**config.mk**
```make
export PLATFORM = sky130hd
export DESIGN_NAME = lru_key_value_cache
export DESIGN_NICKNAME = d
export VERILOG_FILES = /design/src/hdl/lkvc_pkg.sv /design/src/hdl/lkvc_cell.sv /design/src/hdl/lru_key_value_cache.sv
export SDC_FILE = /design/constraint.sdc
export NUM_CORES = 1
export LEC_CHECK = 0
export ABC_AREA = 1
export BUFFER_PORTS_ARGS = -buffer_cell sky130_fd_sc_hd__buf_4
export CORE_MARGIN = 8
export CORE_UTILIZATION = 45
export DETAILED_ROUTE_END_ITERATION = 8
export MAX_ROUTING_LAYER = met4
export PLACE_DENSITY_LB_ADDON = 0.15
export SKIP_CTS_REPAIR_TIMING = 1
export SLEW_MARGIN = 5
export SYNTH_ARGS = -nofsm -noshare
export SYNTH_HDL_FRONTEND = slang
export SYNTH_SLANG_ARGS = --single-unit
```
**constraint.sdc**
```tcl
create_clock -name clk -period 20.4 [get_ports clk]
set_clock_uncertainty 0.2 [all_clocks]
set_input_delay 0 -clock clk [delete_from_list [all_inputs] [get_ports clk]]
set_output_delay 0 -clock clk [all_outputs]
set_load 0.05 [all_outputs]
```
**src/hdl/lkvc_pkg.sv**
```systemverilog
// Package for the LRU key/value cache: sizes, entry and cell control types, state codes.
package lkvc_pkg;

  localparam int CAPACITY   = 16;
  localparam int KEY_BITS   = 32;
  localparam int VALUE_BITS = 32;
  localparam int CFG_W      = 5;
  localparam int IDX_W      = (CAPACITY > 1) ? $clog2(CAPACITY) : 1;
  localparam int CNT_W      = $clog2(CAPACITY + 1);
  localparam int CMP_W      = 8;
  localparam logic [CFG_W-1:0] CAP_RESET = CFG_W'(16);

  typedef struct packed {
    logic                  valid;
    logic [KEY_BITS-1:0]   key;
    logic [VALUE_BITS-1:0] value;
  } entry_t;

  typedef struct packed {
    logic compare;
    logic load;
  } cell_ctl_t;

  typedef enum logic [1:0] {
    ST_IDLE   = 2'b01,
    ST_UPDATE = 2'b10
  } state_t;

endpackage

```
**src/hdl/lkvc_cell.sv**
```systemverilog
// One cell of the recency chain: holds an entry, compares its key, loads from its neighbour.
module lkvc_cell (
  input  logic                            clk,
  input  logic                            rst_n,
  input  lkvc_pkg::cell_ctl_t             ctl,
  input  logic [lkvc_pkg::KEY_BITS-1:0]   cmp_key,
  input  lkvc_pkg::entry_t                shift_in,
  output lkvc_pkg::entry_t                entry,
  output logic                            match
);

  logic                            valid_r;
  logic                            match_r;
  logic [lkvc_pkg::KEY_BITS-1:0]   key_r;
  logic [lkvc_pkg::VALUE_BITS-1:0] value_r;

  // Hold valid mark and compare result
  always_ff @(posedge clk) begin
    if (!rst_n) begin
      valid_r <= 1'b0;
      match_r <= 1'b0;
    end else begin
      if (ctl.load) begin
        valid_r <= shift_in.valid;
      end
      if (ctl.compare) begin
        match_r <= valid_r && (key_r == cmp_key);
      end
    end
  end

  // Take key and value from the neighbour on a shift
  always_ff @(posedge clk) begin
    if (ctl.load) begin
      key_r   <= shift_in.key;
      value_r <= shift_in.value;
    end
  end

  assign entry.valid = valid_r;
  assign entry.key   = key_r;
  assign entry.value = value_r;
  assign match       = match_r;

endmodule

```
**src/hdl/lru_key_value_cache.sv**
```systemverilog
// An accepted word is handled as a compare step across the cell chain, then a shift step that
// writes its result to the output register; no new word is taken until the shift step is done.
// The shift step waits while a finished result is still stalled at the output register.
// Reset (synchronous, rst_n low) clears all valid marks, the occupancy count and the
// output valid flag, and sets the capacity limit to 16.
module lru_key_value_cache (
  input  logic                                   clk,
  input  logic                                   rst_n,
  input  logic                                   in_valid,
  output logic                                   in_stall,
  input  logic                                   in_operation,
  input  logic        [lkvc_pkg::KEY_BITS-1:0]   in_lookup_key,
  input  logic signed [lkvc_pkg::VALUE_BITS-1:0] in_write_value,
  output logic                                   out_valid,
  input  logic                                   out_stall,
  output logic                                   out_hit,
  output logic signed [lkvc_pkg::VALUE_BITS-1:0] out_read_value,
  output logic                                   out_evicted,
  input  logic                                   cfg_valid,
  output logic                                   cfg_ready,
  input  logic        [lkvc_pkg::CFG_W-1:0]      cfg_data
);

  lkvc_pkg::state_t                state_r;
  logic                            op_r;
  logic [lkvc_pkg::KEY_BITS-1:0]   key_r;
  logic [lkvc_pkg::VALUE_BITS-1:0] wval_r;
  logic [lkvc_pkg::CNT_W-1:0]      occ_r;
  logic [lkvc_pkg::CNT_W-1:0]      occ_nxt;
  logic [lkvc_pkg::CFG_W-1:0]      cap_r;
  logic                            out_valid_r;
  logic                            out_hit_r;
  logic [lkvc_pkg::VALUE_BITS-1:0] out_rd_r;
  logic                            out_ev_r;

  lkvc_pkg::entry_t                entries [lkvc_pkg::CAPACITY];
  lkvc_pkg::entry_t                new_entry;
  lkvc_pkg::cell_ctl_t             ctl [lkvc_pkg::CAPACITY];
  logic [lkvc_pkg::CAPACITY-1:0]   match_vec;
  logic [lkvc_pkg::CAPACITY-1:0]   valid_vec;

  logic                            in_acc;
  logic                            go;
  logic                            hit;
  logic [lkvc_pkg::IDX_W-1:0]      hit_pos;
  logic [lkvc_pkg::VALUE_BITS-1:0] hit_value;
  logic [lkvc_pkg::CMP_W-1:0]      cap_ext;
  logic [lkvc_pkg::CMP_W-1:0]      eff_cap;
  logic [lkvc_pkg::CMP_W-1:0]      occ_ext;
  logic                            evict;
  logic                            update;
  logic [lkvc_pkg::IDX_W-1:0]      shift_lim;

  assign in_stall  = (state_r != lkvc_pkg::ST_IDLE);
  assign in_acc    = in_valid && !in_stall;
  assign go        = (state_r == lkvc_pkg::ST_UPDATE) && (!out_valid_r || !out_stall);
  assign cfg_ready = 1'b1;

  // Chain of cells: cell 0 takes the new entry, each other cell its lower-numbered neighbour
  for (genvar g = 0; g < lkvc_pkg::CAPACITY; g++) begin : g_cell
    if (g == 0) begin : g_head
      lkvc_cell u_cell (
        .clk      (clk),
        .rst_n    (rst_n),
        .ctl      (ctl[g]),
        .cmp_key  (in_lookup_key),
        .shift_in (new_entry),
        .entry    (entries[g]),
        .match    (match_vec[g])
      );
    end else begin : g_body
      lkvc_cell u_cell (
        .clk      (clk),
        .rst_n    (rst_n),
        .ctl      (ctl[g]),
        .cmp_key  (in_lookup_key),
        .shift_in (entries[g-1]),
        .entry    (entries[g]),
        .match    (match_vec[g])
      );
    end
    assign valid_vec[g]   = entries[g].valid;
    assign ctl[g].compare = in_acc;
    assign ctl[g].load    = go && update && (lkvc_pkg::IDX_W'(g) <= shift_lim);
  end

  // Find the matching cell and select its value
  always_comb begin
    hit_pos   = '0;
    hit_value = '0;
    for (int i = lkvc_pkg::CAPACITY - 1; i >= 0; i--) begin
      if (match_vec[i]) begin
        hit_pos = lkvc_pkg::IDX_W'(i);
      end
    end
    for (int i = 0; i < lkvc_pkg::CAPACITY; i++) begin
      hit_value = hit_value | (entries[i].value & {lkvc_pkg::VALUE_BITS{match_vec[i]}});
    end
  end

  assign hit = |match_vec;

  // Clamp the capacity and decide on eviction
  always_comb begin
    cap_ext = lkvc_pkg::CMP_W'(cap_r);
    occ_ext = lkvc_pkg::CMP_W'(occ_r);
    if (cap_ext == '0) begin
      eff_cap = lkvc_pkg::CMP_W'(1);
    end else if (cap_ext > lkvc_pkg::CMP_W'(lkvc_pkg::CAPACITY)) begin
      eff_cap = lkvc_pkg::CMP_W'(lkvc_pkg::CAPACITY);
    end else begin
      eff_cap = cap_ext;
    end
  end

  assign evict  = op_r && !hit && (occ_ext >= eff_cap) && (occ_r != '0);
  assign update = op_r || hit;

  // Last cell that moves: the hit slot, the last slot on eviction, else the first free slot
  always_comb begin
    if (hit) begin
      shift_lim = hit_pos;
    end else if (evict) begin
      shift_lim = lkvc_pkg::IDX_W'(occ_r - lkvc_pkg::CNT_W'(1));
    end else begin
      shift_lim = lkvc_pkg::IDX_W'(occ_r);
    end
  end

  assign new_entry.valid = 1'b1;
  assign new_entry.key   = key_r;
  assign new_entry.value = op_r ? wval_r : hit_value;

  // Occupancy grows only on a new-key put that does not evict
  always_comb begin
    occ_nxt = occ_r;
    if (go && op_r && !hit && !evict) begin
      occ_nxt = occ_r + lkvc_pkg::CNT_W'(1);
    end
  end

  // Sequence: compare cycle, then shift cycle
  always_ff @(posedge clk) begin
    if (!rst_n) begin
      state_r <= lkvc_pkg::ST_IDLE;
      occ_r   <= '0;
      cap_r   <= lkvc_pkg::CAP_RESET;
    end else begin
      occ_r <= occ_nxt;
      if (cfg_valid && cfg_ready) begin
        cap_r <= cfg_data;
      end
      case (state_r)
        lkvc_pkg::ST_IDLE: begin
          if (in_acc) begin
            state_r <= lkvc_pkg::ST_UPDATE;
          end
        end
        lkvc_pkg::ST_UPDATE: begin
          if (go) begin
            state_r <= lkvc_pkg::ST_IDLE;
          end
        end
        default: begin
          state_r <= lkvc_pkg::ST_IDLE;
        end
      endcase
    end
  end

  // Hold the accepted word
  always_ff @(posedge clk) begin
    if (in_acc) begin
      op_r   <= in_operation;
      key_r  <= in_lookup_key;
      wval_r <= $unsigned(in_write_value);
    end
  end

  // Output register
  always_ff @(posedge clk) begin
    if (!rst_n) begin
      out_valid_r <= 1'b0;
    end else if (go) begin
      out_valid_r <= 1'b1;
    end else if (!out_stall) begin
      out_valid_r <= 1'b0;
    end
  end

  always_ff @(posedge clk) begin
    if (go) begin
      out_hit_r <= hit;
      out_rd_r  <= (!op_r && hit) ? hit_value : '1;
      out_ev_r  <= evict;
    end
  end

  assign out_valid      = out_valid_r;
  assign out_hit        = out_hit_r;
  assign out_read_value = $signed(out_rd_r);
  assign out_evicted    = out_ev_r;

`ifndef ASSERT_OFF
  a_unique_match: assert property (@(posedge clk) disable iff (!rst_n)
    (state_r == lkvc_pkg::ST_UPDATE) |-> $onehot0(match_vec))
    else $error("more than one cell matches the key");

  a_count_valid: assert property (@(posedge clk) disable iff (!rst_n)
    $countones(valid_vec) == 32'(occ_r))
    else $error("valid marks disagree with occupancy");

  a_occ_bound: assert property (@(posedge clk) disable iff (!rst_n)
    occ_r <= lkvc_pkg::CNT_W'(lkvc_pkg::CAPACITY))
    else $error("occupancy above capacity");

  a_accept_update: assert property (@(posedge clk) disable iff (!rst_n)
    in_acc |=> (state_r == lkvc_pkg::ST_UPDATE))
    else $error("accepted word did not start an update");

  a_evict_miss: assert property (@(posedge clk) disable iff (!rst_n)
    (out_valid && out_evicted) |-> !out_hit)
    else $error("eviction reported on a hit");
`endif

endmodule

```
# Yosys cells after proc, flatten, opt, wreduce, memory -nomap -nowiden
# Index checks and enable logic that the tools add are counted.
# totals
regBits	1168
memories	0
latchBits	0
ram_bits	0
mem_bits_ro	0
in_bits	75
output_inout_bits	37
# classes
order_cmp	18
shifts	0
n_reduce_logical	54
mul	0
bitwise	31
n_div	0
eq_ne	22
mux	26
addsub	2
# ops
cell	count
$and 32x32->32	16
$eq 32x32->1	16
$or 32x32->32	15
$mux 4	18
$logic_and 1x1->1	42
$le 4x4->1 const A	8
$mux 32	1
$le 3x4->1 const A	4
$reduce_or 16->1	1
$mux 5	2
$le 1x4->1 const A	2
$le 2x4->1 const A	2
$logic_not 1->1	6
$add 5x1->5 const B	1
$ge 5x5->1	1
$gt 5x5->1 const B	1
$logic_not 5->1	1
$reduce_bool 5->1	1
$mux 2	2
$ne 2x1->1 const B	2
$ne 2x2->1 const B	2
$pmux 2 s2	1
$sub 4x1->4 const B	1
$eq 2x1->1 const B	1
other kinds (4)	6

# Longest topological paths before layout
# depth
ltp_word	19
mapped_depth	24

# Hierarchy
# Synthesis repeated with hierarchy kept, for this count alone.
# unflattened
cells_unflattened	4217
hier_area_um2	48630.4
# by_module_without_submodules
module	n_inst	seq_area_each_um2	area_each_um2	cells_each
lkvc_cell	16	1961.9	2551.2	199
lru_key_value_cache	1	3233.1	7811.2	1033

# Worst setup path after synthesis
# OpenSTA, ideal clock, no wires.
# synth_timing
kind	register to register
startpoint	register out_valid_r, in the netlist out_valid
endpoint	register g_cell[10].g_body.u_cell.key_r[0] (netlist bit), enable pin
stages_incl_launch_ff	8
required_ns	19.625
slack_ns	11.347
synth_period_minus_slack_ns	9.053
setup_ns	0.575
arrival_time_ns	8.278
cell_sequence	dfxtp_1 > nand2_1 > inv_1 > nor2_1 > o21ai_2 > inv_2 > nand2_2 > o21ai_0
# synth_rtl
element	line_no	rtl
from (decl)	lru_key_value_cache.sv:31	logic out_valid_r;
from (signal assigned)	lru_key_value_cache.sv:183	out_valid_r <= 1'b0;
from (signal assigned)	lru_key_value_cache.sv:185	out_valid_r <= 1'b1;
from (signal assigned)	lru_key_value_cache.sv:187	out_valid_r <= 1'b0;
to (signal assigned)	lkvc_cell.sv:35	key_r <= shift_in.key;
to (decl)	lkvc_cell.sv:14	logic [lkvc_pkg::KEY_BITS-1:0] key_r;

==> results by group <==
Setup path
  – Crit path required time: 20,500 ps
  – Critical Setup Path Class: reg -> reg
  – Crit path launch type: flop
  – Setup crit end kind: flop
  – Max FO, Critical Path: roughly 70
  – CP most frequent cell: nand2_1
  – CP peak stage delay: 840 ps
  – Crit-path cells: or4_1, nand2_1, nand2_1, ha_1, nand2_1, inv_1, o21ai_0, nand4_1, nand3_4, clkinv_4, nand2_1, o21ai_2, nand2_2, nand2_4, nor2_8, buf_4, inv_4, o21ai_4, buf_4, nand2_1, clkinv_2
  – Critical path's slowest cell: clkinv_2
  – Worst Path Arrival: 6040 ps

Finish
  – NumNets Final: 3,581
  – Layout area overhead: 16.1%
  – Non-Filler Instances: 4,966
  – Most common cell after layout, fill and taps aside: edfxtp_1
  – Most frequent cells in the layout: 1,123 x edfxtp_1, 664 x nand2_1, 160 x buf_4, 136 x xor2_1, 131 x nor2_1
  – Layout cells sized above 1: 11.2%

Drt
  – Drt total wl: 134 mm
  – 1st-pass router iterations: 5
  – Post-DRT Antenna Nets: 0
  – Vias per std cell: ~5.7
  – Initial drt markers: 3,254
  – Post-DR wirelength/cell: 26.9 um
  – Via count: 28,473
  – Remaining DRCs: 0

CTS
  – Total CTS buffers: about 120
  – Clk buf depth: 3
  – TritonCTS clock tree: yes
  – Worst-Skew Late Latency: 690 ps
  – Clk sinks: approximately 1,200
  – CTS root buffer: clkbuf_16
  – Reg clk slew, reported paths: around 70 ps
  – H-tree depth: 3

Timing
  – Final setup vio count: 0
  – Hold Fails Final Rpt: 1
  – Setup TNS Final: 0 ps
  – Actual slew at the worst max-slew pin: 1240 ps
  – Max Slew Vio Count: 0
  – Crit path time final: 5940 ps
  – Slew margin rel.: 17.4%
  – Worst hold slack: -48.3 ps
  – Crit share post-route: roughly 29%
  – Maximum clock rate: between 0.15 and 0.2 GHz
  – RSZ-0062 raised after global routing: no

Logic synthesis
  – Ys flop type: edfxtp_1
  – Synth Register Bits: 1,168
  – Asr flop ratio synth: 0%
  – Syn Nets: between 3,000 and 4,000
  – Number of synthesized flops with an enable pin: 1,123
  – Mean Syn Cell Area: 14.1 sq um
  – Post-Syn Area: 45,900 sq um
  – Netlist cell types: 57
  – Register area share after synthesis: 75.5%
  – Syn Inst Count: about 3,300
  – YS warnings: 0

Min path
  – Min-Delay Path Class: in -> reg

Die
  – Die width: 335 um
  – Row cnt: 117
  – Core area: 101,000 sq um
  – I/O pins: between 100 and 150
  – Chip Height: roughly 340 um
  – Initial core utilization: 45.2%
  – Die Footprint: 112,000 sq um

Placement
  – Placed instance count: 4,625
  – Port bufs: 110
  – RePlAce Congestion: between 0.9 and 1
  – Detailed Place HPWL: between 90 and 100 mm

Power
  – Max IR drop VDD: approximately 0.070 mV
  – Design Power: 4920 uW
  – Leak pwr: 0.0179 uW
  – PwrDens: 92.4 nW/um^2

Global routing
  – Gr usage total: 23.7%
  – Vias in the first global route: 27,225
  – Global-route wire length before repair: between 150 and 200 mm
  – Remaining Overflow, GRT: 0
  – Largest net degree at the start of global routing: 72
  – Antenna violations before repair: 8

Run status
  – Violated checks: negative hold slack
  – Status: finished, violations left

Job
  – Max-cap viol count: 0
## metal layers
layer  track usage [%]  up-vias  wire, um  part of all wire, %
li1                  -    12552         -                    -
met1              35.6    14440     61900                   46
met2              33.1     1297     56800                   43
met3              4.73      184     12200                  9.1
met4              5.84        0      2740                  2.0
met5                 -        -         0                    0
## worst max-delay path, delay by kind of cell, from the launching register on
family | cells | cell delay [ps]
AO/OA/AOI/OAI | 3 | 340
AND/OR/NAND/NOR | 11 | 1660
flip-flops | 1 | 320
adder cells (fa/ha/maj) | 1 | 310
buffers and inverters | 6 | 2640
## metrics by stage
stage / worst slack [ps] / area [sq um] / hold slack, ps / utilization, %
6_report: 14460 / 53300 / -48.3 / 52.5
2_1_floorplan: 11350 / 45900 / -101 / -
3_3_place_gp: 14480 / 48300 / -21.6 / 47.6
3_5_place_dp: 14400 / 48300 / -20.7 / 47.6
5_1_grt: 13930 / 53300 / -2.51 / 52.5
4_1_cts: 14360 / 52100 / -766 / 51.3
## path summary, 6_finish.rpt
kind / depth (start not counted) / endpoint / slack, ps / from
worst max-delay path: 21 / g_cell[7].g_body.u_cell.value_r[11]$_DFFE_PP_ / 14460 / cap_r[0]$_SDFFE_PN0P_
worst min-delay path: 4 / out_valid$_SDFFE_PN0P_ / -50 / out_stall
worst max register to register: 21 / g_cell[7].g_body.u_cell.value_r[11]$_DFFE_PP_ / 14460 / cap_r[0]$_SDFFE_PN0P_
worst min register to register: 0 / g_cell[0].g_head.u_cell.key_r[2]$_DFFE_PP_ / 210 / key_r[2]$_DFFE_PP_
## cell usage after synthesis, types with 2 or more instances
library cell	number	share of area [%]
a2111o_1	2	0.049
a2111oi_0	17	0.32
a211o_1	12	0.23
a211oi_1	45	0.74
a21oi_1	75	0.82
a221o_1	6	0.13
a221oi_1	67	1.3
a22o_1	31	0.59
and3_1	2	0.027
buf_1	20	0.16
buf_2	13	0.14
buf_4	4	0.065
buf_6	4	0.098
clkbuf_1	112	0.92
clkinv_1	9	0.074
dfxtp_1	45	2.0
edfxtp_1	1123	73
ha_1	8	0.22
inv_1	100	0.82
inv_2	12	0.098
nand2_1	668	5.5
nand2_2	3	0.041
nand2_4	4	0.098
nand3_1	110	1.2
nand3_4	2	0.076
nand3b_1	2	0.033
nand4_1	97	1.3
nor2_1	134	1.1
nor2_4	3	0.074
nor2_8	5	0.22
nor3_1	15	0.16
nor3b_1	2	0.033
nor4_1	44	0.60
nor4b_1	5	0.095
o2111ai_1	16	0.31
o211ai_1	7	0.11
o21ai_0	119	1.3
o21ai_2	3	0.057
o221ai_1	3	0.057
o22ai_1	52	0.71
or2_2	9	0.12
xnor2_1	90	1.7
xor2_1	136	2.6
## where the power goes
group / leakage, uW / total, uW / internal [uW] / switching, uW
clock: 0.00186 / 2140 / 1240 / 903
combinational: 0.00551 / 169 / 56.5 / 112
sequential: 0.0105 / 2610 / 2610 / 6.32
## kinds of logic after synthesis
family,count (synthesis),share of synthesized area (%)
XOR/XNOR,226,4.31
buffers and inverters,277,2.43
AO/OA/AOI/OAI,460,6.80
adder cells (fa/ha/maj),8,0.218
AND/OR/NAND/NOR,1110,10.8
flip-flops,1168,75.5
other,1,0.00817
## layout make-up
cell class / count / area [sq um]
repair buffers: 280 / 2400
clock buffers: 160 / 3240
well taps: 1368 / 1710
flip-flops and latches: 1168 / 34600
multi-input cells: 1805 / 10200
inverters: 124 / 487
diodes: 1 / 2.50
clock inverters: 60 / 576
fillers: 8460 / 48200
## flip-flops by register name, summed over array words and instances, names as in the netlist, 2 cells and up
name                          count
g_cell.g_body.u_cell.key_r      480
out_read_value                   32
wval_r                           32
g_cell.g_head.u_cell.value_r     32
g_cell.g_head.u_cell.key_r       32
state_r                           2
occ_r                             5
cap_r                             5
g_cell.g_body.u_cell.valid_r     15
g_cell.g_body.u_cell.match       15
g_cell.g_body.u_cell.value_r    480
key_r                            32
Power figures use the tool's default switching activity.
